[src/rtl/core/rc6d_pkg.sv]
// Package for the RC6 infrared pulse decoder: register indexes, reset values,
// the configuration bundle and the classified edge record.
// No dependencies.
package rc6d_pkg;

    localparam int LEAD_BITS = 10;
    localparam int THR_BITS  = 8;
    localparam int RAW_BITS  = 32;
    localparam int BYTE_BITS = 8;
    localparam int CFG_INDEX_BITS = 3;
    localparam int CFG_DATA_BITS  = 10;

    typedef enum logic [CFG_INDEX_BITS-1:0] {
        REG_LEAD_MARK_MIN    = 3'd0,
        REG_LEAD_MARK_MAX    = 3'd1,
        REG_LEAD_SPACE_MIN   = 3'd2,
        REG_LEAD_SPACE_MAX   = 3'd3,
        REG_DOUBLE_THRESHOLD = 3'd4,
        REG_TRIPLE_THRESHOLD = 3'd5,
        REG_MAX_WIDTH        = 3'd6
    } cfg_index_t;

    localparam logic [LEAD_BITS-1:0] RST_LEAD_MARK_MIN  = 10'd75;
    localparam logic [LEAD_BITS-1:0] RST_LEAD_MARK_MAX  = 10'd90;
    localparam logic [LEAD_BITS-1:0] RST_LEAD_SPACE_MIN = 10'd23;
    localparam logic [LEAD_BITS-1:0] RST_LEAD_SPACE_MAX = 10'd32;
    localparam logic [THR_BITS-1:0]  RST_DOUBLE_THR     = 8'd23;
    localparam logic [THR_BITS-1:0]  RST_TRIPLE_THR     = 8'd35;
    localparam logic [THR_BITS-1:0]  RST_MAX_WIDTH      = 8'd50;

    typedef struct packed {
        logic [LEAD_BITS-1:0] lead_mark_lo;
        logic [LEAD_BITS-1:0] lead_mark_hi;
        logic [LEAD_BITS-1:0] lead_space_lo;
        logic [LEAD_BITS-1:0] lead_space_hi;
        logic [THR_BITS-1:0]  double_thr;
        logic [THR_BITS-1:0]  triple_thr;
        logic [THR_BITS-1:0]  max_width;
    } cfg_t;

    // One classified edge, as handed from the front end to the back end.
    typedef struct packed {
        logic       first;     // restart the message before this edge
        logic       lead_bad;  // leader outside a window (valid with first)
        logic       skip;      // one of the two leading edges, not decoded
        logic [1:0] slots;     // half-bit slots spanned, 1 to 3
        logic       too_wide;  // non-final edge longer than max_width
        logic       last;      // final edge, report a result
    } edge_rec_t;

endpackage

[src/rtl/core/rc6d_front.sv]
// Front end of the RC6 decoder: checks the leader and classifies each edge.
// Depends on rc6d_pkg.
module rc6d_front #(
    parameter int TICK_BITS = 8
) (
    input  logic                                  aclk,
    input  logic                                  aresetn,
    input  rc6d_pkg::cfg_t                        cfg,
    input  logic                                  in_take,
    input  logic [rc6d_pkg::LEAD_BITS-1:0]        lead_mark,
    input  logic [rc6d_pkg::LEAD_BITS-1:0]        lead_space,
    input  logic [TICK_BITS-1:0]                  duration,
    input  logic                                  first_edge,
    input  logic                                  last_edge,
    output rc6d_pkg::edge_rec_t                   rec
);
    import rc6d_pkg::*;

    localparam int CMP_W = (TICK_BITS > THR_BITS) ? TICK_BITS : THR_BITS;

    logic [1:0] edge_index_reg, edge_index_next;
    logic [1:0] idx_base;
    logic       over_double, over_triple, over_max;

    assign idx_base    = first_edge ? 2'd0 : edge_index_reg;
    assign over_double = CMP_W'(duration) > CMP_W'(cfg.double_thr);
    assign over_triple = CMP_W'(duration) > CMP_W'(cfg.triple_thr);
    assign over_max    = CMP_W'(duration) > CMP_W'(cfg.max_width);

    always_comb begin
        edge_index_next = (idx_base == 2'd2) ? idx_base : idx_base + 2'd1;
        rec.first    = first_edge;
        rec.lead_bad = (lead_mark < cfg.lead_mark_lo) || (lead_mark > cfg.lead_mark_hi) ||
                       (lead_space < cfg.lead_space_lo) || (lead_space > cfg.lead_space_hi);
        rec.skip     = (idx_base != 2'd2);
        rec.slots    = 2'd1 + 2'(over_double) + 2'(over_triple);
        rec.too_wide = over_max && !last_edge;
        rec.last     = last_edge;
    end

    always_ff @(posedge aclk) begin
        if (!aresetn) begin
            edge_index_reg <= 2'd0;
        end else if (in_take) begin
            edge_index_reg <= edge_index_next;
        end
    end

endmodule

[src/rtl/core/rc6d_queue.sv]
// Two-entry queue of classified edges between front and back end.
// Depends on rc6d_pkg.
module rc6d_queue (
    input  logic                aclk,
    input  logic                aresetn,
    input  logic                push,
    input  rc6d_pkg::edge_rec_t push_rec,
    output logic                full,
    input  logic                pop,
    output rc6d_pkg::edge_rec_t pop_rec,
    output logic                not_empty
);
    import rc6d_pkg::*;

    edge_rec_t  entry_reg [2];
    logic       wr_ptr_reg, rd_ptr_reg;
    logic [1:0] count_reg, count_next;

    assign full      = (count_reg == 2'd2);
    assign not_empty = (count_reg != 2'd0);
    assign pop_rec   = entry_reg[rd_ptr_reg];

    always_comb begin
        count_next = count_reg + 2'(push) - 2'(pop);
    end

    always_ff @(posedge aclk) begin
        if (push) begin
            entry_reg[wr_ptr_reg] <= push_rec;
        end
    end

    always_ff @(posedge aclk) begin
        if (!aresetn) begin
            wr_ptr_reg <= 1'b0;
            rd_ptr_reg <= 1'b0;
            count_reg  <= 2'd0;
        end else begin
            if (push) wr_ptr_reg <= ~wr_ptr_reg;
            if (pop)  rd_ptr_reg <= ~rd_ptr_reg;
            count_reg <= count_next;
        end
    end

    a_no_overflow: assert property (@(posedge aclk) disable iff (!aresetn)
        full |-> !push || pop)
        else $error("push into full queue");

    a_no_underflow: assert property (@(posedge aclk) disable iff (!aresetn)
        pop |-> not_empty)
        else $error("pop from empty queue");

    a_ptr_count: assert property (@(posedge aclk) disable iff (!aresetn)
        (count_reg == 2'd1) |-> (wr_ptr_reg != rd_ptr_reg))
        else $error("queue pointers disagree with count");

endmodule

[src/rtl/core/rc6d_back.sv]
// Back end of the RC6 decoder: expands edges into half-bit slots, shifts the
// line level into the word and registers the result. Depends on rc6d_pkg.
module rc6d_back #(
    parameter int WORD_BITS = 32
) (
    input  logic                               aclk,
    input  logic                               aresetn,
    input  logic                               rec_valid,
    input  rc6d_pkg::edge_rec_t                rec,
    output logic                               rec_take,
    output logic                               out_valid,
    input  logic                               out_ready,
    output logic                               valid_res,
    output logic [rc6d_pkg::RAW_BITS-1:0]      raw_bits,
    output logic [rc6d_pkg::BYTE_BITS-1:0]     address_byte,
    output logic [rc6d_pkg::BYTE_BITS-1:0]     command_byte
);
    import rc6d_pkg::*;

    localparam int RAW_W = (WORD_BITS < RAW_BITS) ? WORD_BITS : RAW_BITS;

    logic [WORD_BITS-1:0] word_reg, word_next, word_base;
    logic                 parity_reg, parity_next, parity_base;
    logic                 level_reg, level_next, level_base;
    logic                 failed_reg, failed_next, failed_base;
    logic [1:0]           shifts;

    logic                 out_valid_reg;
    logic                 valid_res_reg;
    logic [RAW_BITS-1:0]  raw_bits_reg;
    logic [BYTE_BITS-1:0] address_reg, command_reg;

    // Take a new edge whenever the result register is free or being drained.
    assign rec_take = rec_valid && (!out_valid_reg || out_ready);

    always_comb begin
        word_base   = rec.first ? '0   : word_reg;
        parity_base = rec.first ? 1'b0 : parity_reg;
        level_base  = rec.first ? 1'b1 : level_reg;
        failed_base = rec.first ? rec.lead_bad : failed_reg;

        // Odd slots shift in the level: count them from the starting parity.
        case (rec.slots)
            2'd2:    shifts = 2'd1;
            2'd3:    shifts = 2'd1 + 2'(parity_base);
            default: shifts = 2'(parity_base);
        endcase

        word_next   = word_base;
        parity_next = parity_base;
        level_next  = level_base;
        failed_next = failed_base;
        if (!rec.skip) begin
            case (shifts)
                2'd1:    word_next = {word_base[WORD_BITS-2:0], level_base};
                2'd2:    word_next = {word_base[WORD_BITS-3:0], level_base, level_base};
                default: word_next = word_base;
            endcase
            parity_next = parity_base ^ rec.slots[0];
            level_next  = ~level_base;
            failed_next = failed_base | rec.too_wide;
        end
    end

    always_ff @(posedge aclk) begin
        if (!aresetn) begin
            word_reg      <= '0;
            parity_reg    <= 1'b0;
            level_reg     <= 1'b1;
            failed_reg    <= 1'b0;
            out_valid_reg <= 1'b0;
        end else begin
            if (rec_take) begin
                word_reg   <= word_next;
                parity_reg <= parity_next;
                level_reg  <= level_next;
                failed_reg <= failed_next;
            end
            if (rec_take && rec.last) begin
                out_valid_reg <= 1'b1;
            end else if (out_ready) begin
                out_valid_reg <= 1'b0;
            end
        end
    end

    always_ff @(posedge aclk) begin
        if (rec_take && rec.last) begin
            valid_res_reg <= !failed_next;
            raw_bits_reg  <= failed_next ? '0 : RAW_BITS'(word_next[RAW_W-1:0]);
            address_reg   <= failed_next ? '0 : word_next[15:8];
            command_reg   <= failed_next ? '0 : word_next[7:0];
        end
    end

    assign out_valid    = out_valid_reg;
    assign valid_res    = valid_res_reg;
    assign raw_bits     = raw_bits_reg;
    assign address_byte = address_reg;
    assign command_byte = command_reg;

    a_fail_zero: assert property (@(posedge aclk) disable iff (!aresetn)
        out_valid_reg && !valid_res_reg |->
            raw_bits_reg == '0 && address_reg == '0 && command_reg == '0)
        else $error("failed result carries data");

    a_result_source: assert property (@(posedge aclk) disable iff (!aresetn)
        $rose(out_valid_reg) |-> $past(rec_take && rec.last))
        else $error("result without a final edge");

    a_bytes_match: assert property (@(posedge aclk) disable iff (!aresetn)
        out_valid_reg |-> raw_bits_reg[15:8] == address_reg && raw_bits_reg[7:0] == command_reg)
        else $error("address or command byte out of step with raw bits");

endmodule

[src/rtl/core/rc6_ir_pulse_decoder.sv]
// RC6 infrared pulse decoder, top level: configuration registers, front end,
// edge queue and back end. Depends on rc6d_pkg, rc6d_front, rc6d_queue, rc6d_back.
// Throughput: one edge per cycle while the queue has room; the front end classifies
// an edge in the cycle it is accepted, the back end retires one queued edge per
// cycle unless a result waits, and a final edge goes via queue and result register.
// Reset (aresetn low, synchronous): registers return to defaults, queue empties.
module rc6_ir_pulse_decoder #(
    parameter int WORD_BITS = 32,
    parameter int TICK_BITS = 8
) (
    input  logic                                  aclk,
    input  logic                                  aresetn,

    // Input edge channel.
    input  logic                                  s_tvalid,
    output logic                                  s_tready,
    // tdata, low bit up: lead_mark[9:0], lead_space[9:0], duration, zero pad
    input  logic [((2*rc6d_pkg::LEAD_BITS+TICK_BITS+7)/8)*8-1:0] s_tdata,
    input  logic                                  s_tuser,   // first_edge
    input  logic                                  s_tlast,   // last_edge

    // Result channel.
    output logic                                  m_tvalid,
    input  logic                                  m_tready,
    // tdata, low bit up: raw_bits[31:0], address_byte[7:0], command_byte[7:0]
    output logic [rc6d_pkg::RAW_BITS+2*rc6d_pkg::BYTE_BITS-1:0] m_tdata,
    output logic                                  m_tuser,   // valid_res

    // Configuration write channel.
    input  logic                                  cfg_valid,
    output logic                                  cfg_ready,
    input  logic [rc6d_pkg::CFG_INDEX_BITS-1:0]   cfg_index,
    input  logic [rc6d_pkg::CFG_DATA_BITS-1:0]    cfg_data
);
    import rc6d_pkg::*;

    localparam int DUR_LO = 2 * LEAD_BITS;

    cfg_t       cfg_reg;
    edge_rec_t  front_rec, queue_rec;
    logic       in_take, q_full, q_not_empty, back_take;
    logic       valid_res;
    logic [RAW_BITS-1:0]  raw_bits;
    logic [BYTE_BITS-1:0] address_byte, command_byte;

    // Configuration writes are always taken; unknown indexes are dropped.
    assign cfg_ready = 1'b1;

    always_ff @(posedge aclk) begin
        if (!aresetn) begin
            cfg_reg.lead_mark_lo  <= RST_LEAD_MARK_MIN;
            cfg_reg.lead_mark_hi  <= RST_LEAD_MARK_MAX;
            cfg_reg.lead_space_lo <= RST_LEAD_SPACE_MIN;
            cfg_reg.lead_space_hi <= RST_LEAD_SPACE_MAX;
            cfg_reg.double_thr    <= RST_DOUBLE_THR;
            cfg_reg.triple_thr    <= RST_TRIPLE_THR;
            cfg_reg.max_width     <= RST_MAX_WIDTH;
        end else if (cfg_valid) begin
            unique case (cfg_index_t'(cfg_index))
                REG_LEAD_MARK_MIN:    cfg_reg.lead_mark_lo  <= cfg_data[LEAD_BITS-1:0];
                REG_LEAD_MARK_MAX:    cfg_reg.lead_mark_hi  <= cfg_data[LEAD_BITS-1:0];
                REG_LEAD_SPACE_MIN:   cfg_reg.lead_space_lo <= cfg_data[LEAD_BITS-1:0];
                REG_LEAD_SPACE_MAX:   cfg_reg.lead_space_hi <= cfg_data[LEAD_BITS-1:0];
                REG_DOUBLE_THRESHOLD: cfg_reg.double_thr    <= cfg_data[THR_BITS-1:0];
                REG_TRIPLE_THRESHOLD: cfg_reg.triple_thr    <= cfg_data[THR_BITS-1:0];
                REG_MAX_WIDTH:        cfg_reg.max_width     <= cfg_data[THR_BITS-1:0];
                default: ;
            endcase
        end
    end

    // Accept an edge whenever the queue has room.
    assign s_tready = !q_full;
    assign in_take  = s_tvalid && s_tready;

    rc6d_front #(
        .TICK_BITS (TICK_BITS)
    ) u_front (
        .aclk       (aclk),
        .aresetn    (aresetn),
        .cfg        (cfg_reg),
        .in_take    (in_take),
        .lead_mark  (s_tdata[LEAD_BITS-1:0]),
        .lead_space (s_tdata[2*LEAD_BITS-1:LEAD_BITS]),
        .duration   (s_tdata[DUR_LO+TICK_BITS-1:DUR_LO]),
        .first_edge (s_tuser),
        .last_edge  (s_tlast),
        .rec        (front_rec)
    );

    // The queue lets the front keep taking edges while a result waits.
    rc6d_queue u_queue (
        .aclk      (aclk),
        .aresetn   (aresetn),
        .push      (in_take),
        .push_rec  (front_rec),
        .full      (q_full),
        .pop       (back_take),
        .pop_rec   (queue_rec),
        .not_empty (q_not_empty)
    );

    rc6d_back #(
        .WORD_BITS (WORD_BITS)
    ) u_back (
        .aclk         (aclk),
        .aresetn      (aresetn),
        .rec_valid    (q_not_empty),
        .rec          (queue_rec),
        .rec_take     (back_take),
        .out_valid    (m_tvalid),
        .out_ready    (m_tready),
        .valid_res    (valid_res),
        .raw_bits     (raw_bits),
        .address_byte (address_byte),
        .command_byte (command_byte)
    );

    assign m_tdata = {command_byte, address_byte, raw_bits};
    assign m_tuser = valid_res;

endmodule

[config.mk]
export PLATFORM = sky130hd
export DESIGN_NAME = rc6_ir_pulse_decoder
export DESIGN_NICKNAME = d
export VERILOG_FILES = /design/src/rtl/core/rc6d_pkg.sv /design/src/rtl/core/rc6d_front.sv /design/src/rtl/core/rc6d_queue.sv /design/src/rtl/core/rc6d_back.sv /design/src/rtl/core/rc6_ir_pulse_decoder.sv
export SDC_FILE = /design/constraint.sdc
export NUM_CORES = 1
export LEC_CHECK = 0
export ABC_AREA = 1
export ABC_CLOCK_PERIOD_IN_PS = 3550
export BUFFER_PORTS_ARGS = -buffer_cell sky130_fd_sc_hd__buf_2
export CAP_MARGIN = 20
export CORE_MARGIN = 2
export CORE_UTILIZATION = 55
export CTS_CLUSTER_DIAMETER = 30
export CTS_CLUSTER_SIZE = 10
export DETAILED_ROUTE_END_ITERATION = 7
export PLACE_DENSITY_LB_ADDON = 0.25
export SETUP_SLACK_MARGIN = 0.15
export SLEW_MARGIN = 5
export SYNTH_ARGS = -nofsm -noshare
export SYNTH_HDL_FRONTEND = slang
export SYNTH_SLANG_ARGS = --single-unit
[constraint.sdc]
create_clock -name aclk -period 3.55 [get_ports aclk]
set_clock_uncertainty 0.1 [all_clocks]
set_input_delay 0.1775 -clock aclk [delete_from_list [all_inputs] [get_ports aclk]]
set_output_delay 0.1775 -clock aclk [all_outputs]
set_load 0.005 [all_outputs]
==> run metrics, run 1 <==
run status finished, final reports clean; most used cell, CP inv_1; fin. max-slew vios 0; layout cells sized above 1 18.1%; Clock Sinks 154; total clock buffers created by CTS 17; antenna violations before repair 0; Tmin final 2.82 ns; Worst Path Max Fanout 21; GPL Wtd Cong between 0.8 and 0.9; max FFs per register 64; Min-Delay Path Class input pin to flip-flop; Die Ht about 130 um; P&R area growth vs syn 13.8%; Post-Synthesis Cells ~1100; CTS tree built; worst path buffer plus inverter count 6; # fillers about 1300; H-tree levels 4; HP Start cfg_data[1]; Post-synth top cells nand2_1 (209), inv_1 (138), dfxtp_1 (107), a21oi_1 (97), o21ai_0 (85); R2R depth 16; CORE AREA 0.0151 mm^2; critical path's slowest cell dfxtp_1; worst vdd ir 0.493 mV; cell area after layout 0.00956 mm^2; Worst-path clk slew roughly 0.06 ns; Crit path max-delay family buffers and inverters; syn avg cell area 7.99 um^2; area of the multi-input gates 0.00393 mm^2; antenna cells 0; hold buffers post-CTS 7; count leader, synth nand2_1; RSZ-0062 raised after global routing no; Crit Path Class flip-flop to flip-flop; Die Footprint 0.0163 mm^2; Max clock buf depth 2; Residual DRC 0; DR iter-0 viols 567; top cells by area, synth dfxtp_1 (25%), edfxtp_1 (17%), ha_1 (10%), nand2_1 (9.3%), inv_1 (6.2%); most area-hungry cell type in the Yosys netlist dfxtp_1; Crit. End Element flip-flop; final wirelength 17600 um; vias per cell roughly 5.2; Stages on worst setup path 16; total grt overflow 0; R2R setup slack 0.73 ns; IO Pins 104; Top FF cell, synth dfxtp_1; Max-Cap Viols 0; Post-DRT Antenna Nets 0; Total GRT Usage roughly 22%; post-synth top area share ~25%; # setup viols final 0; Worst Max-Slew Pin Slew ~1.1 ns; fin util a little under two thirds; die extent in x 128 um; input/output buffers 98; pwr dens 730 mW/mm^2; post-synthesis async set-or-reset flop share 0%; Startpoint Class flip-flop; Worst R2R End u_back.raw_bits[19]$_SDFFCE_PN0P_; CP Data Required Time 3.62 ns; vias in the first global route 6288; Max Fclk 355 MHz; dpl cell area 0.00882 mm^2; Initial Utilization 55.7%; max incr delay on CP 0.55 ns; Synth cell types 36; register area share after synthesis 42.3%; Hold EP cfg_reg[9]$_SDFFE_PN1P_; first-pass GRT wire length 29300 um; Tcrit/Tclk final 79.4%; Final Hold Viols 0; Pre-antenna DRT Iters 4; largest net degree at the start of global routing 75; NumNets Final between 1000 and 1500; setup TNS 0 ns; register area around 0.0036 mm^2; CTS-repair resized insts 0; Crit path arrival time 2.89 ns; Slew Limit Headroom approximately 28%; syn_nets 1172; Seq cells post-synth 154; worst hold stages 3; # rows 45; CTS root buffer clkbuf_16; Post-synth EDFFs 47; Synth Warn # 0; critical path cell sequence inv_6, nand2_4, nand2_4, nor2_1, inv_1, nor2_2, inv_1, o21ai_1, inv_1, ha_1, nor2_8, inv_2, buf_12, o21ai_1, nand2_1, nor2_1; post-DP HPWL 11700 um; P_leak around 0.0042 uW; Clock Latency Late Sink 0.43 ns; DR WL/cell 13.3 um; total number of vias between 6000 and 7000; area of the mapped netlist approximately 0.0084 mm^2; post-CTS setup buffers 0
[how the worst max path moves through the flow]
| stage | startpoint | to | slack, ns |
|---|---|---|---|
| floorplan | u_queue.count_reg[1]$_SDFF_PN0_ | u_back.address_byte[0]$_SDFFCE_PN0P_ | 0.58 |
| global placement | flip-flop | u_back.address_byte[3]$_SDFFCE_PN0P_ | 0.79 |
| CTS | flip-flop | u_back.raw_bits[17]$_SDFFCE_PN0P_ | 0.72 |
| detailed placement | flip-flop | u_back.raw_bits[0]$_SDFFCE_PN0P_ | 0.75 |
| finish | flip-flop | u_back.raw_bits[19]$_SDFFCE_PN0P_ | 0.73 |
| global route | flip-flop | u_back.raw_bits[0]$_SDFFCE_PN0P_ | 0.46 |
[worst min-delay path, stage by stage]
cell      delay (ns)
buf_2           0.19
nand2_1         0.07
o211ai_1        0.07
[placed cells by master, fill, tap and decap left out, types with 2 or more instances in the layout]
cell           Yosys  routed
buf_4             19       4
clkinvlp_4         0       5
nand4_1            9       9
o22ai_1            2       2
o21ai_1            5       5
inv_1            138     138
nor2_1            66      65
a31oi_1            4       4
inv_2              2       2
nor2_4             1       2
dfxtp_1          107     107
buf_12             0       2
dlygate4sd3_1      0       7
nand3_1           52      52
nand2_1          209     209
nor2_2            30      30
bufinv_16          0       3
nand2_4            3       3
clkbuf_16          0      19
a21o_1             3       3
o21ai_2           26      26
o21a_1             2       2
o21ai_0           85      85
a21oi_1           97      96
nand2_2            2       2
o211ai_1          19      19
ha_1              69      69
buf_2             10      98
o21bai_1           2       2
edfxtp_1          47      47
clkinv_4           0       2
[layer usage]
metal / track usage (%) / routed length, um
met2: 39.8 / 8820
met3: 4.52 / 648
met4: 6.85 / 337
met1: 27.4 / 7750
met5: 0 / 0
[logic make-up (layout without fill, tap and decap cells)]
group,after synthesis,count (layout),share of synthesized area (%)
AND/OR/NAND/NOR,376,376,19.6
XOR/XNOR,1,1,0.104
AO/OA/AOI/OAI,245,245,16.6
flip-flops,154,154,42.3
buffers and inverters,205,286,11.1
other,1,1,0.0446
adder cells (fa/ha/maj),69,69,10.3
[final cells by class]
type	count	area share, %
clock inverters	12	1.69
well taps	188	2.46
repair buffers	112	6.88
flip-flops and latches	154	37.2
multi-input cells	692	41.2
inverters	142	5.63
clock buffers	20	5.01
[stage by stage]
step / total power [uW] / std cells / hold slack (ns) / worst slack [ns]
floorplan: 4590 / 1051 / 0.176 / 0.581
global placement: 4980 / 1280 / 0.282 / 0.788
detailed placement: 5030 / 1280 / 0.289 / 0.753
CTS: 7000 / 1319 / 0.0110 / 0.721
global route: 7470 / 1320 / 0.0287 / 0.460
finish: 6970 / 1320 / 0.0212 / 0.731
[report_power, final]
part	switching, uW	total (uW)	internal (uW)	leakage (uW)
clock network	747	1940	1190	0.000297
registers	170	2490	2320	0.00132
logic	1660	2540	879	0.00257
total	2580	6970	4400	0.00418
Power figures use the tool's default switching activity.
==> run 2: changes to the inputs <==
- ABC_CLOCK_PERIOD_IN_PS: 3550 -> 2550
- CORE_UTILIZATION: 55 -> 53
- clock period: 3.55 -> 2.55 ns (I/O delays scaled with it)
==> run metrics, run 2 (synthesis gave the netlist of run 1 again) <==
input/output buffers 98 (unchanged); Total GRT Usage 22.4% (about the same); total grt overflow 0 (unchanged); post-CTS setup buffers 0 (unchanged); setup ws final 0.251 ns (was 0.731 ns); commonest non-fill, non-tap cells in the layout nand2_1 (207), inv_1 (136), dfxtp_1 (106) (was nand2_1 (209), inv_1 (138), dfxtp_1 (107)); Tmin final 2.30 ns (was 2.82 ns); CP Data Required Time 2.63 ns (was 3.62 ns); # rows 46 (was 45); Residual DRC 0 (unchanged); P&R area growth vs syn 18.0% (was 13.8%); Worst Max-Slew Pin Slew 0.651 ns (was 1.08 ns); vias in the first global route 6466 (was 6288); WL met1 8260 um (was 7750 um); run status finished, final reports clean (unchanged); DR top layer met4 (unchanged); first-pass GRT wire length 29900 um (was 29300 um); GPL Wtd Cong 0.817 (was 0.828); layout cells sized above 1 19.6% (was 18.1%); post-DP HPWL 12400 um (was 11700 um); setup TNS 0 ns (unchanged); Die Ht 130 um (was 128 um); Die Footprint 0.0169 mm^2 (was 0.0163 mm^2); WL met3 809 um (was 648 um); Initial Utilization 53.5% (was 55.7%); IO Pins 104 (unchanged); CTS tree built (unchanged); commonest non-fill, non-tap cell in the layout nand2_1 (unchanged); total clock buffers created by CTS 17 (unchanged); CTS root buffer clkbuf_16 (unchanged); Max Fclk 435 MHz (was 355 MHz); final wirelength 18600 um (was 17600 um); Slew Limit Headroom 56.4% (was 27.8%); antenna violations before repair 0 (unchanged); total number of vias 7088 (was 6869); DR WL met2 9260 um (was 8820 um); max FFs per register 64 (unchanged); CORE AREA 0.0157 mm^2 (was 0.0151 mm^2); Min-Delay Path Class input pin to flip-flop (unchanged); H-tree levels 4 (unchanged); NumNets Final 1265 (was 1240); RSZ-0062 raised after global routing no (unchanged); Crit Path Class flip-flop to flip-flop (unchanged); Startpoint Class flip-flop (unchanged); die extent in x 130 um (was 128 um); Crit. End Element flip-flop (unchanged); Worst-path clk slew 0.06 ns (about the same); DR WL/cell 13.6 um (was 13.3 um); DR iter-0 viols 442 (was 567); Max-Cap Viols 0 (unchanged); pwr dens 1020 mW/mm^2 (was 730 mW/mm^2); # setup viols final 0 (unchanged); fin. max-slew vios 0 (unchanged); Post-DRT Antenna Nets 0 (unchanged); Clock Sinks 154 (unchanged); Max clock buf depth 2 (unchanged); Pre-antenna DRT Iters 5 (was 4); Crit path arrival time 2.38 ns (was 2.89 ns); largest net degree at the start of global routing 47 (was 75); Tcrit/Tclk final 90.2% (was 79.4%); Clock Latency Late Sink 0.42 ns (was 0.43 ns); vias per cell 5.16 (was 5.20); P_leak 0.00434 uW (was 0.00418 uW); worst vdd ir 0.534 mV (was 0.493 mV); Final Hold Viols 0 (unchanged); Worst Path Max Fanout 7 (was 21); Setup WS pre-CTS 0.0559 ns (was 0.753 ns); # fillers 1379 (was 1322); antenna cells 0 (unchanged)
run 2: cell count changes in the layout (fill, tap and decap cells not counted), moves of 2 or more:
cell,previous run,this run
dlygate4sd3_1,7,12
nand2_2,2,4
clkbuf_16,19,23
inv_1,138,136
nand2_1,209,207
buf_12,2,7
clkbuf_1,1,7
clkinvlp_4,5,1
buf_4,4,12
buf_6,0,3
run 2: final timing paths:
| check | cells after the start | slack [ns] | from | endpoint |
|---|---|---|---|---|
| hold / removal | 3 | 0.01 | cfg_data[7] | cfg_reg[61]$_SDFFE_PN0P_ |
| hold reg to reg | 2 | 0.35 | cfg_reg[6]$_SDFFE_PN0P_ | cfg_reg[6]$_SDFFE_PN0P_ |
| setup / recovery | 14 | 0.25 | u_queue.entry_reg[0][6]$_DFFE_PP_ | u_back.raw_bits[7]$_SDFFCE_PN0P_ |
| setup reg to reg | 14 | 0.25 | u_queue.entry_reg[0][6]$_DFFE_PP_ | u_back.raw_bits[7]$_SDFFCE_PN0P_ |
run 2: metrics by stage:
| stage | power (uW) | util [%] | instances | hold WS, ns | cell area [um^2] |
|---|---|---|---|---|---|
| CTS | 9850 | 62.0 | 1366 | 0.0103 | 9740 |
| global placement | 7210 | 57.4 | 1322 | 0.241 | 9020 |
| floorplan | 6390 | - | 1051 | 0.126 | 8410 |
| global route | 10800 | 63.1 | 1373 | 0.0189 | 9910 |
| finish | 10100 | 63.1 | 1373 | 0.0113 | 9910 |
| detailed placement | 7290 | 57.4 | 1322 | 0.245 | 9020 |
run 2: area by class of cell:
type	instances	area [um^2]	share of cell area, %
Sequential cell	154	3560	35.9
Tap cell	216	270	2.73
Multi-Input combinational cell	692	3960	40.0
Timing Repair Buffer	137	990	9.99
Inverter	142	543	5.48
Clock inverter	6	86.3	0.871
Clock buffer	26	502	5.06
run 2: critical path, stage by stage, from the launching register on:
cell and delay, ns:
edfxtp_1 0.42, nand2_4 0.10, nand2_4 0.06, nor2_4 0.09
inv_1 0.05, nor2_2 0.13, inv_2 0.07, o21ai_2 0.07
inv_2 0.06, ha_4 0.26, nor2_8 0.22, clkbuf_16 0.20
nand3_1 0.07, nand2_1 0.08, nor2_1 0.06
run 2: routing by layer:
metal	vias up	global-route usage, %
li1	3634	-
met2	167	40.3
met1	3262	27.1
met5	-	0
met3	25	4.88
met4	0	6.33
run 2: power breakdown:
group / switching, uW / internal [uW]
Clock: 979 / 1560
Combinational: 2470 / 1630
Sequential: 237 / 3240
run 2: repair_timing:
item | CTS | global route
gates cloned | 0 | 7
pin swaps | 0 | 3
setup endpoints to repair | 45 | 52
resized for setup | 2 | 15
hold endpoints to repair | 36 | 0
hold buffers | 12 | 0
==> run 3: changes to the inputs <==
- CELL_PAD_IN_SITES_DETAIL_PLACEMENT: unset -> 1
- CELL_PAD_IN_SITES_GLOBAL_PLACEMENT: unset -> 1
- CORE_UTILIZATION: 53 -> 39
- TNS_END_PERCENT: unset -> 20
==> run metrics, run 3 (synthesis gave the netlist of run 1 again) <==
register area 0.00356 mm^2 (unchanged); IO Pins 104 (unchanged); worst hold stages 3 (unchanged); final wirelength 21300 um (was 18600 um); max incr delay on CP 0.41 ns (was 0.42 ns); Clock Latency Late Sink 0.43 ns (was 0.42 ns); # setup viols final 0 (unchanged); Tmin final 2.28 ns (was 2.30 ns); worst path buffer plus inverter count 5 (was 4); worst vdd ir 0.468 mV (was 0.534 mV); fin. max-slew vios 0 (unchanged); total grt overflow 0 (unchanged); Die Footprint 0.0227 mm^2 (was 0.0169 mm^2); r2r startpoint u_queue.entry_reg[0][6]$_DFFE_PP_ (unchanged); Die Ht 151 um (was 130 um); H-tree levels 4 (unchanged); largest net degree at the start of global routing 63 (was 47); Crit Path Class flip-flop to flip-flop (unchanged); CTS root buffer clkbuf_16 (unchanged); vias in the first global route 7081 (was 6466); Max Fclk 438 MHz (was 435 MHz); HP Start cfg_data[7] (unchanged); pwr dens 1010 mW/mm^2 (was 1020 mW/mm^2); RSZ-0062 raised after global routing yes (was no); CP Data Required Time 2.64 ns (was 2.63 ns); Crit path max-delay family simple AND/OR/NAND/NOR gates (unchanged); Worst Max-Slew Pin Slew 0.731 ns (was 0.651 ns); setup TNS 0 ns (unchanged); NumNets Final 1257 (was 1265); Startpoint Class flip-flop (unchanged); CTS tree built (unchanged); Crit. End Element flip-flop (unchanged); clock power share 25.1% (about the same); P_leak 0.00428 uW (was 0.00434 uW); Worst Path Max Fanout 13 (was 7); critical path's slowest cell edfxtp_1 (unchanged); Tcrit/Tclk final 89.5% (was 90.2%); Post-DRT Antenna Nets 0 (unchanged); DR iter-0 viols 209 (was 442); run status finished, final reports clean (unchanged); commonest non-fill, non-tap cells in the layout nand2_1 (209), inv_1 (136), dfxtp_1 (106) (was nand2_1 (207), inv_1 (136), dfxtp_1 (106)); area of the multi-input gates 0.00396 mm^2 (about the same); P&R area growth vs syn 17.2% (was 18.0%); post-DP HPWL 14900 um (was 12400 um); first-pass GRT wire length 35600 um (was 29900 um); Final Hold Viols 0 (unchanged); # rows 53 (was 46); cell area after layout 0.00984 mm^2 (was 0.00991 mm^2); GPL Wtd Cong 0.806 (was 0.817); Worst-path clk slew 0.07 ns (was 0.06 ns); Seq pwr share 35.0% (was 34.4%); Residual DRC 0 (unchanged); vias per cell 4.99 (was 5.16); R2R depth 15 (was 14); DR WL/cell 15.0 um (was 13.6 um); Hold EP cfg_reg[41]$_SDFFE_PN0P_ (was cfg_reg[61]$_SDFFE_PN0P_); Crit path arrival time 2.37 ns (was 2.38 ns); total number of vias 7116 (was 7088); Initial Utilization 39.8% (was 53.5%); Max-Cap Viols 0 (unchanged); R2R setup slack 0.27 ns (was 0.25 ns); input/output buffers 98 (unchanged); Pre-antenna DRT Iters 4 (was 5); Slew Limit Headroom 51.1% (was 56.4%); Total GRT Usage 19.9% (was 22.4%); CORE AREA 0.0211 mm^2 (was 0.0157 mm^2); antenna violations before repair 0 (unchanged); max FFs per register 64 (unchanged); die extent in x 151 um (was 130 um); Psw 3840 uW (was 3690 uW); Max clock buf depth 2 (unchanged); switching share of power 38.5% (was 36.5%); Worst R2R End u_back.raw_bits[24]$_SDFFCE_PN0P_ (was u_back.raw_bits[7]$_SDFFCE_PN0P_); total clock buffers created by CTS 17 (unchanged); Clock Sinks 154 (unchanged); commonest non-fill, non-tap cell in the layout nand2_1 (unchanged); Pint 6140 uW (was 6430 uW); critical path cell sequence nand2_4, nand2_4, nor2_4, inv_1, nor2_2, inv_2, o21ai_2, inv_2, ha_4, nor2_8, inv_4, buf_12, o21ai_2, nand2_1, nor2_1 (was nand2_4, nand2_4, nor2_4, inv_1, nor2_2, inv_2, o21ai_2, inv_2, ha_4, nor2_8, clkbuf_16, nand3_1, nand2_1, nor2_1); Comb power frac 40.0% (was 40.6%); # fillers 2595 (was 1379); dpl cell area 0.00908 mm^2 (was 0.00902 mm^2); layout cells sized above 1 19.6% (about the same); Min-Delay Path Class input pin to flip-flop (unchanged)
[run 3: worst register-to-register path: cells and delay by family (launching register included)]
kind / cells / cell delay [ns]
buffers and inverters: 5 / 0.49
adder cells (fa/ha/maj): 1 / 0.29
AO/OA/AOI/OAI: 2 / 0.14
AND/OR/NAND/NOR: 7 / 0.63
flip-flops: 1 / 0.41
[run 3: power by group through the flow]
| stage | clock (uW) | sequential, uW | combinational [uW] |
|---|---|---|---|
| after floorplan | 0 | 3500 | 2890 |
| after global placement | 0 | 3520 | 3800 |
| after detailed placement | 0 | 3530 | 3920 |
| after CTS | 2550 | 3500 | 4050 |
| after global routing | 2660 | 3570 | 4510 |
| final | 2500 | 3490 | 3990 |
[run 3: area by class of cell]
class,count,share of cell area [%]
inverter,142,5.49
multi-input combinational,692,40.2
antenna,1,0.0254
clock inverter,12,1.12
sequential,154,36.1
tap,275,3.50
timing repair buffer,129,8.80
clock buffer,20,4.74
[run 3: through the flow]
step / hold slack, ns / power (uW) / worst slack, ns / std cells / utilization [%]
after floorplan: 0.126 / 6390 / 0.234 / 1051 / -
after global placement: 0.246 / 7310 / 0.0795 / 1379 / 43.1
after detailed placement: 0.244 / 7450 / 0.0265 / 1379 / 43.1
after CTS: 0.00535 / 10100 / 0.151 / 1423 / 46.6
after global routing: 0.0233 / 10700 / 0.146 / 1424 / 46.7
final: 0.0191 / 9980 / 0.267 / 1425 / 46.7
[run 3: worst max path at each step]
stage / endpoint / cells past startpoint / start / slack (ns)
floorplan: u_back.raw_bits[15]$_SDFFCE_PN0P_ / 16 / flip-flop / 0.23
global placement: u_back.raw_bits[6]$_SDFFCE_PN0P_ / 15 / flip-flop / 0.08
detailed placement: u_back.raw_bits[6]$_SDFFCE_PN0P_ / 16 / flip-flop / 0.03
CTS: u_back.raw_bits[29]$_SDFFCE_PN0P_ / 15 / u_queue.entry_reg[0][6]$_DFFE_PP_ / 0.15
global route: u_back.raw_bits[24]$_SDFFCE_PN0P_ / 15 / u_queue.entry_reg[0][6]$_DFFE_PP_ / 0.15
finish: u_back.raw_bits[24]$_SDFFCE_PN0P_ / 15 / u_queue.entry_reg[0][6]$_DFFE_PP_ / 0.27
[run 3: repair_timing]
item,CTS,global route
pin swaps,6,2
hold endpoints to repair,33,0
hold buffers,11,0
gates resized for setup,7,6
cloned,1,0
setup buffers,0,1
setup endpoints to repair,60,50
[run 3: metal layers]
metal	GRT usage (%)	part of all wire, %
met5	0	0
met4	4.72	0.98
met3	3.52	3.1
met2	35.8	50
met1	24.8	46
